--- src/rtl/core/armdec_pkg.sv ---
package armdec_pkg;

	typedef enum logic [3:0] {
		KIND_BX       = 4'd0,
		KIND_B        = 4'd1,
		KIND_MUL      = 4'd2,
		KIND_MULL     = 4'd3,
		KIND_UNDEF    = 4'd4,
		KIND_SWP      = 4'd5,
		KIND_LDR_STR  = 4'd6,
		KIND_HALFWORD = 4'd7,
		KIND_LDM_STM  = 4'd8,
		KIND_PSR      = 4'd9,
		KIND_DATAPROC = 4'd10,
		KIND_SWI      = 4'd11,
		KIND_CP_XFER  = 4'd12,
		KIND_CP_OP    = 4'd13,
		KIND_CP_REG   = 4'd14
	} kind_t;

	localparam logic [31:0] BX_MASK    = 32'h0FFF_FFF0;
	localparam logic [31:0] BX_PAT     = 32'h012F_FF10;
	localparam logic [31:0] B_MASK     = 32'h0E00_0000;
	localparam logic [31:0] B_PAT      = 32'h0A00_0000;
	localparam logic [31:0] MUL_MASK   = 32'h0FC0_00F0;
	localparam logic [31:0] MUL_PAT    = 32'h0000_0090;
	localparam logic [31:0] MULL_MASK  = 32'h0F80_00F0;
	localparam logic [31:0] MULL_PAT   = 32'h0080_0090;
	localparam logic [31:0] UNDEF_MASK = 32'h0E00_0010;
	localparam logic [31:0] UNDEF_PAT  = 32'h0600_0010;
	localparam logic [31:0] SWP_MASK   = 32'h0FB0_0FF0;
	localparam logic [31:0] SWP_PAT    = 32'h0100_0090;
	localparam logic [31:0] LDR_MASK   = 32'h0C00_0000;
	localparam logic [31:0] LDR_PAT    = 32'h0400_0000;
	localparam logic [31:0] HALF_MASK  = 32'h0E00_0090;
	localparam logic [31:0] HALF_PAT   = 32'h0000_0090;
	localparam logic [31:0] LDM_MASK   = 32'h0E00_0000;
	localparam logic [31:0] LDM_PAT    = 32'h0800_0000;
	localparam logic [31:0] DP_MASK    = 32'h0C00_0000;
	localparam logic [31:0] DP_PAT     = 32'h0000_0000;
	localparam logic [31:0] SWI_MASK   = 32'h0F00_0000;
	localparam logic [31:0] SWI_PAT    = 32'h0F00_0000;
	localparam logic [31:0] CPX_MASK   = 32'h0E00_0000;
	localparam logic [31:0] CPX_PAT    = 32'h0C00_0000;
	localparam logic [31:0] CPO_MASK   = 32'h0F00_0010;
	localparam logic [31:0] CPO_PAT    = 32'h0E00_0000;
	localparam logic [31:0] CPR_MASK   = 32'h0F00_0010;
	localparam logic [31:0] CPR_PAT    = 32'h0E00_0010;

	localparam logic [3:0] OP_TST = 4'd8;
	localparam logic [3:0] OP_TEQ = 4'd9;
	localparam logic [3:0] OP_CMP = 4'd10;
	localparam logic [3:0] OP_CMN = 4'd11;

	localparam logic [3:0] PSR_MRS       = 4'd0;
	localparam logic [3:0] PSR_MSR       = 4'd1;
	localparam logic [3:0] PSR_MSR_FLAGS = 4'd2;

	localparam int unsigned TDATA_IN_W  = 32;
	localparam int unsigned TDATA_OUT_W = 80;

	typedef struct packed {
		logic [3:0]  condition;
		kind_t       kind;
		logic [3:0]  reg_base;
		logic [3:0]  reg_dest;
		logic [3:0]  reg_operand;
		logic [3:0]  reg_shift;
		logic [31:0] value;
		logic [3:0]  opcode;
		logic [1:0]  shift_op;
		logic [4:0]  shift_amount;
		logic [4:0]  transfer_flags;
		logic [7:0]  mode_flags;
	} dec_res_t;

endpackage

--- src/rtl/core/arm32_instruction_decoder.sv ---
// arm32_instruction_decoder
// decodes one 32-bit arm-state instruction word per beat into its class,
// condition, register numbers, flags, opcode, shift and a 32-bit value.
// input channel s_*: s_tdata carries the instruction word.
// output channel m_*: m_tuser carries the class, m_tdata the other fields.
// a beat moves when tvalid and tready are both high.
// an accepted input beat passes through the input register, then decode
// logic into the result register, before it reaches the output.
// throughput: one beat per cycle while m_tready stays high; the input
// register takes a new word while a result still waits only if it is
// empty, since its word moves on only when the result register can.
// when m_tready is low the result holds and at most two words are held
// inside; s_tready then drops until the output drains.
// reset (arst_n low) empties both registers at once; nothing is kept
// between beats.
module arm32_instruction_decoder import armdec_pkg::*; (
	input  logic                   clk,
	input  logic                   arst_n,
	input  logic                   s_tvalid,
	output logic                   s_tready,
	input  logic [TDATA_IN_W-1:0]  s_tdata,  // instruction[31:0]
	output logic                   m_tvalid,
	input  logic                   m_tready,
	// condition, reg_base, reg_dest, reg_operand, reg_shift, value, opcode,
	// shift_op, shift_amount, transfer_flags, mode_flags, zero pad
	output logic [TDATA_OUT_W-1:0] m_tdata,
	output logic [3:0]             m_tuser   // kind
);

	logic        valid_s1;
	logic [31:0] instr_s1;
	logic        valid_s2;
	dec_res_t    res_s2;
	dec_res_t    dec_res;
	logic        adv_s2;
	logic        adv_s1;

	armdec_logic u_logic (
		.instr (instr_s1),
		.res   (dec_res)
	);

	assign adv_s2   = !valid_s2 || m_tready;
	assign s_tready = !valid_s1 || adv_s2;
	assign adv_s1   = s_tvalid && s_tready;

	always_ff @(posedge clk or negedge arst_n) begin
		if (!arst_n) begin
			valid_s1 <= 1'b0;
			valid_s2 <= 1'b0;
		end else begin
			if (s_tready) begin
				valid_s1 <= s_tvalid;
			end
			if (adv_s2) begin
				valid_s2 <= valid_s1;
			end
		end
	end

	always_ff @(posedge clk) begin
		if (adv_s1) begin
			instr_s1 <= s_tdata;
		end
		if (adv_s2 && valid_s1) begin
			res_s2 <= dec_res;
		end
	end

	assign m_tvalid = valid_s2;
	assign m_tuser  = res_s2.kind;
	assign m_tdata  = {4'd0,
		res_s2.mode_flags, res_s2.transfer_flags, res_s2.shift_amount,
		res_s2.shift_op, res_s2.opcode, res_s2.value, res_s2.reg_shift,
		res_s2.reg_operand, res_s2.reg_dest, res_s2.reg_base, res_s2.condition};

	// empty output stage never blocks the input
	a_ready_when_empty: assert property (@(posedge clk) disable iff (!arst_n)
		!m_tvalid |-> s_tready)
		else $error("input stalled with empty output stage");

	// a beat taken while the output stalls is not lost
	a_stall_keeps_valid: assert property (@(posedge clk) disable iff (!arst_n)
		(m_tvalid && !m_tready) |=> m_tvalid)
		else $error("stalled output beat dropped");

	// a beat in the input register reaches the output stage next cycle
	a_s1_moves: assert property (@(posedge clk) disable iff (!arst_n)
		(valid_s1 && adv_s2) |=> m_tvalid)
		else $error("decoded beat not delivered");

	// only fifteen classes exist
	a_kind_range: assert property (@(posedge clk) disable iff (!arst_n)
		m_tvalid |-> (m_tuser != 4'd15))
		else $error("class code out of range");

	// bx reports only the condition and the target register
	a_bx_fields: assert property (@(posedge clk) disable iff (!arst_n)
		(m_tvalid && res_s2.kind == KIND_BX) |-> (res_s2.value == 32'd0 &&
		res_s2.mode_flags == 8'd0 && res_s2.transfer_flags == 5'd0))
		else $error("bx beat carries stray fields");

endmodule

--- src/rtl/core/armdec_rot.sv ---
module armdec_rot import armdec_pkg::*; (
	input  logic [11:0] imm12,
	output logic [31:0] rotated
);

	logic [4:0]  amount;
	logic [31:0] base;
	logic [63:0] doubled;

	assign amount  = {imm12[11:8], 1'b0};
	assign base    = {24'd0, imm12[7:0]};
	assign doubled = {base, base} >> amount;
	assign rotated = doubled[31:0];

endmodule

--- src/rtl/core/armdec_logic.sv ---
module armdec_logic import armdec_pkg::*; (
	input  logic [31:0] instr,
	output dec_res_t    res
);

	logic [31:0] rot_value;
	logic [3:0]  op;
	logic        set;
	logic        imm;
	logic [4:0]  xfer;

	armdec_rot u_rot (
		.imm12   (instr[11:0]),
		.rotated (rot_value)
	);

	assign op   = instr[24:21];
	assign set  = instr[20];
	assign imm  = instr[25];
	assign xfer = {1'b0, instr[24], instr[23], instr[21], instr[20]};

	always_comb begin
		res           = '0;
		res.condition = instr[31:28];
		res.kind      = KIND_UNDEF;
		if ((instr & BX_MASK) == BX_PAT) begin
			res.kind        = KIND_BX;
			res.reg_operand = instr[3:0];
		end else if ((instr & B_MASK) == B_PAT) begin
			res.kind          = KIND_B;
			res.value         = {{6{instr[23]}}, instr[23:0], 2'b00} + 32'd8;
			res.mode_flags[0] = instr[24];
		end else if ((instr & MUL_MASK) == MUL_PAT) begin
			res.kind          = KIND_MUL;
			res.reg_operand   = instr[3:0];
			res.reg_shift     = instr[11:8];
			res.reg_base      = instr[15:12];
			res.reg_dest      = instr[19:16];
			res.mode_flags[1] = instr[20];
			res.mode_flags[2] = instr[21];
		end else if ((instr & MULL_MASK) == MULL_PAT) begin
			res.kind          = KIND_MULL;
			res.reg_operand   = instr[3:0];
			res.reg_shift     = instr[11:8];
			res.reg_base      = instr[15:12];
			res.reg_dest      = instr[19:16];
			res.mode_flags[1] = instr[20];
			res.mode_flags[2] = instr[21];
			res.mode_flags[3] = ~instr[22];
		end else if ((instr & UNDEF_MASK) == UNDEF_PAT) begin
			res.kind = KIND_UNDEF;
		end else if ((instr & SWP_MASK) == SWP_PAT) begin
			res.kind              = KIND_SWP;
			res.reg_operand       = instr[3:0];
			res.reg_dest          = instr[15:12];
			res.reg_base          = instr[19:16];
			res.transfer_flags[4] = instr[22];
		end else if ((instr & LDR_MASK) == LDR_PAT) begin
			res.kind              = KIND_LDR_STR;
			res.reg_dest          = instr[15:12];
			res.reg_base          = instr[19:16];
			res.transfer_flags    = xfer;
			res.transfer_flags[4] = instr[22];
			if (imm) begin
				res.reg_operand  = instr[3:0];
				res.shift_op     = instr[6:5];
				res.shift_amount = instr[11:7];
			end else begin
				res.value         = {20'd0, instr[11:0]};
				res.mode_flags[4] = 1'b1;
			end
		end else if ((instr & HALF_MASK) == HALF_PAT) begin
			res.kind           = KIND_HALFWORD;
			res.reg_operand    = instr[3:0];
			res.value          = {24'd0, (instr[22] ? instr[11:8] : 4'd0), instr[3:0]};
			res.reg_dest       = instr[15:12];
			res.reg_base       = instr[19:16];
			res.transfer_flags = xfer;
			res.mode_flags[4]  = instr[22];
			res.mode_flags[5]  = instr[5];
			res.mode_flags[6]  = instr[6];
		end else if ((instr & LDM_MASK) == LDM_PAT) begin
			res.kind              = KIND_LDM_STM;
			res.value             = {16'd0, instr[15:0]};
			res.reg_base          = instr[19:16];
			res.transfer_flags    = xfer;
			res.transfer_flags[4] = instr[22];
		end else if ((instr & DP_MASK) == DP_PAT) begin
			if ((op == OP_TST || op == OP_CMP) && !set) begin
				res.kind          = KIND_PSR;
				res.opcode        = PSR_MRS;
				res.reg_dest      = instr[15:12];
				res.mode_flags[7] = instr[22];
			end else if ((op == OP_TEQ || op == OP_CMN) && !set) begin
				res.kind   = KIND_PSR;
				res.opcode = instr[16] ? PSR_MSR : PSR_MSR_FLAGS;
				if (imm) begin
					res.value = rot_value;
				end else begin
					res.value       = {28'd0, instr[3:0]};
					res.reg_operand = instr[3:0];
				end
				res.mode_flags[4] = imm;
				res.mode_flags[7] = instr[22];
			end else begin
				res.kind          = KIND_DATAPROC;
				res.opcode        = op;
				res.reg_dest      = instr[15:12];
				res.reg_base      = instr[19:16];
				res.mode_flags[1] = set;
				res.mode_flags[4] = imm;
				if (imm) begin
					res.value = rot_value;
				end else begin
					res.reg_operand = instr[3:0];
					res.shift_op    = instr[6:5];
					if (instr[4]) begin
						res.reg_shift     = instr[11:8];
						res.mode_flags[7] = 1'b1;
					end else begin
						res.shift_amount = instr[11:7];
					end
				end
			end
		end else if ((instr & SWI_MASK) == SWI_PAT) begin
			res.kind = KIND_SWI;
		end else if ((instr & CPX_MASK) == CPX_PAT) begin
			res.kind              = KIND_CP_XFER;
			res.value             = {24'd0, instr[7:0]};
			res.reg_shift         = instr[11:8];
			res.reg_dest          = instr[15:12];
			res.reg_base          = instr[19:16];
			res.transfer_flags    = xfer;
			res.transfer_flags[4] = instr[22];
		end else if ((instr & CPO_MASK) == CPO_PAT) begin
			res.kind        = KIND_CP_OP;
			res.reg_operand = instr[3:0];
			res.reg_shift   = instr[11:8];
			res.reg_dest    = instr[15:12];
			res.reg_base    = instr[19:16];
			res.opcode      = instr[23:20];
		end else if ((instr & CPR_MASK) == CPR_PAT) begin
			res.kind              = KIND_CP_REG;
			res.reg_operand       = instr[3:0];
			res.reg_shift         = instr[11:8];
			res.reg_dest          = instr[15:12];
			res.reg_base          = instr[19:16];
			res.transfer_flags[0] = instr[20];
			res.opcode            = {1'b0, instr[23:21]};
		end else begin
			res.kind = KIND_UNDEF;
		end
	end

endmodule

--- config.mk ---
export PLATFORM = sky130hd
export DESIGN_NAME = arm32_instruction_decoder
export DESIGN_NICKNAME = d
export VERILOG_FILES = /design/src/rtl/core/armdec_pkg.sv /design/src/rtl/core/arm32_instruction_decoder.sv /design/src/rtl/core/armdec_rot.sv /design/src/rtl/core/armdec_logic.sv
export SDC_FILE = /design/constraint.sdc
export NUM_CORES = 1
export LEC_CHECK = 0
export BUFFER_PORTS_ARGS = -buffer_cell sky130_fd_sc_hd__buf_2
export CORE_MARGIN = 1
export CORE_UTILIZATION = 46
export DETAILED_ROUTE_END_ITERATION = 10
export PLACE_DENSITY = 0.67
export SYNTH_ARGS = -nofsm -noshare
export SYNTH_HDL_FRONTEND = slang
export SYNTH_HIERARCHICAL = 1
export SYNTH_SLANG_ARGS = --single-unit
--- constraint.sdc ---
create_clock -name clk -period 8.1 [get_ports clk]
set_clock_uncertainty 0.15 [all_clocks]
set_input_delay 1.62 -clock clk [delete_from_list [all_inputs] [get_ports clk]]
set_output_delay 1.62 -clock clk [all_outputs]
set_load 0.02 [all_outputs]
==> impl_metrics.ini <==
[global_routing]
use_met2_pct = 34.8
grt_max_degree = 81
use_met3_pct = 5.60
top_usage_layer = met2
grt-ovfl-total = 0
grt_use_total_pct = 23.2
grt_pass1_wl_mm = 25.0
antenna_found_initial = 0
grt.met1_usage_pct = 32.9
grt_pass1_vias = 4541

[placed_design]
gp_congestion = 0.870
dp.cells = 808
hpwlAfterDp_mm = 10.8
io_buffers = 117

[worst_setup_path]
endpoint_kind = primary output
worstPathArrival_ps = 2030
cp.required_ps = 6330
critPathKind = in -> out
cp_max_fo = 3
cp-start-kind = input pin

[routing]
wirelength_mm = 16.1
wire_per_inst_um = 19.2
drc = 0
vias_per_cell = 6.01
vias = 5051
drt-pass1-iter-count = 5
drt_iter0_markers = 452
ant_nets = 0

[logic_synthesis]
syn-instance-count = 562
synth_top_area_share_pct = 53.0
synth.largest_area_cell = edfxtp_1
synth_edf_count = 112
synth_area_sq_um = 6340
yosysSeqAreaShare_pct = 53.8
ys_warn_count = 6
ys.flop_type = edfxtp_1
ys_async_sr_fraction_pct = 1.75
synth_seq_cells = 114
yosysUniqueCellTypes = 77
yosys-top-cells-area = edfxtp_1 53%, nand3_1 2.4%, o21ai_0 2.4%, nand2_1 2.3%, a21oi_1 2.3%
syn_area_per_cell_sq_um = 11.3

[run]
cap_violations = 0

[power_and_ir_drop]
p_leak_nw = 2.87
peakVddDrop_mv = 0.183
cellPowerDensity_nw_per_um2 = 231

[layout]
antennaDiodeCount = 0
layout_common_cells = 117 x buf_2, 112 x edfxtp_1, 39 x nand2_1
syn2layout_area_growth_pct = 17.8
nets = 688
final_common_cell = buf_2
fin_cells = 840
drive_gt1_share_pct = 27.6

[hold_path]
hp-class = reg -> reg

[clock_network]
cts_sinks = 114
postCtsHoldBufs = 0
cts-root-buf = clkbuf_16
clock_latency_ps = 420
h-tree-depth = 4
clockBufferDepth = 2
clk_pin_slew_ps = 50
numCtsBuffers = 17
post_cts_buffers = 0
ctsResizeCount = 0
cts_tree = built

[sta]
slew_violations = 0
fin_crit_sh_pct = 47.0
period_minus_slack_ps = 3800
tns_ps = 0
rsz0062_at_grt = no
setup_viol = 0
max_freq_ghz = 0.263
hold_viol = 0
tightest_slew_ps = 1150
relSlewSlack_pct = 23.3

[die]
rows = 42
start_util_pct = 47.5
ios = 122
core_area_sq_um = 13300
die_w_um = 119
die_area_sq_um = 14300
die_h_um = 119

[outcome]
outcome = completed
==> Yosys cell counts, drive strengths merged (6+ instances only) <==
cell    instances
o21ai          31
and2           22
a21boi          6
mux2            8
a22o            8
nor2           31
nand4b          6
a22oi           9
nand2b          8
and3            6
nand2          39
o22ai           7
a21oi          29
nand3          30
or4             9
clkbuf         16
xor2            6
nand4          10
nor3           18
nor2b          10
edfxtp        112
o211ai         11
buf            40
inv             7
==> sequential cells by signal (all words and copies together), names as in the netlist <==
| signal | flops |
|---|---|
| instr_s1 | 32 |
| m_tuser | 4 |
| m_tvalid | 1 |
| m_tdata | 76 |
| valid_s1 | 1 |
==> final cells by class <==
cell class	instances	area, sq um
clock buffers	17	425
clock inverters	15	165
fillers	1157	5880
inverters	7	26.3
multi-input cells	388	2590
flip-flops and latches	114	3410
well taps	176	220
repair buffers	123	631
==> logic make-up after synthesis <==
kind of cell	share of synthesized area [%]
simple gates	20.4
compound gates	16.1
buf+inv	5.57
flops	53.8
mux	2.66
fa+ha+maj	0.197
other cells	0.0591
xor+xnor	1.24
==> per-stage QoR <==
step	power [mW]	hold slack (ps)	utilization [%]	area [sq um]	setup WS (ps)
floorplan	0.917	340	-	6350	3900
global placement	0.985	252	51.5	6880	4300
detailed placement	0.989	255	51.5	6880	4300
CTS	1.74	268	56.0	7470	4290
global route	1.79	273	56.0	7470	4280
finish	1.72	267	56.0	7470	4300
==> path summary, 6_finish.rpt <==
check,from,endpoint,slack [ps],cells after the start
setup reg to reg,instr_s1[27],m_tdata[26],5060,4
hold / removal,instr_s1[30],m_tdata[2],270,0
setup / recovery,m_tready,s_tready,4300,3
min in group asynchronous,arst_n,valid_s1,830,1
hold reg to reg,instr_s1[30],m_tdata[2],270,0
max in group asynchronous,arst_n,m_tvalid,6880,1
==> power by group <==
| group | leakage (nW) | internal [mW] | switching, mW |
|---|---|---|---|
| combinational | 1.46 | 0.0801 | 0.158 |
| clock | 0.280 | 0.479 | 0.265 |
| sequential | 1.12 | 0.707 | 0.0345 |
| total | 2.87 | 1.27 | 0.458 |
==> worst max-delay path, cell delays in order <==
cell	delay, ps
buf_2	100
nand3b_4	150
buf_2	160
==> per-layer routing <==
metal / share of wire [%] / wire (um)
met1: 45 / 7320
met2: 46 / 7340
met3: 7.2 / 1160
met4: 1.8 / 292
met5: 0 / 0
(Power assumes the default switching activity.)
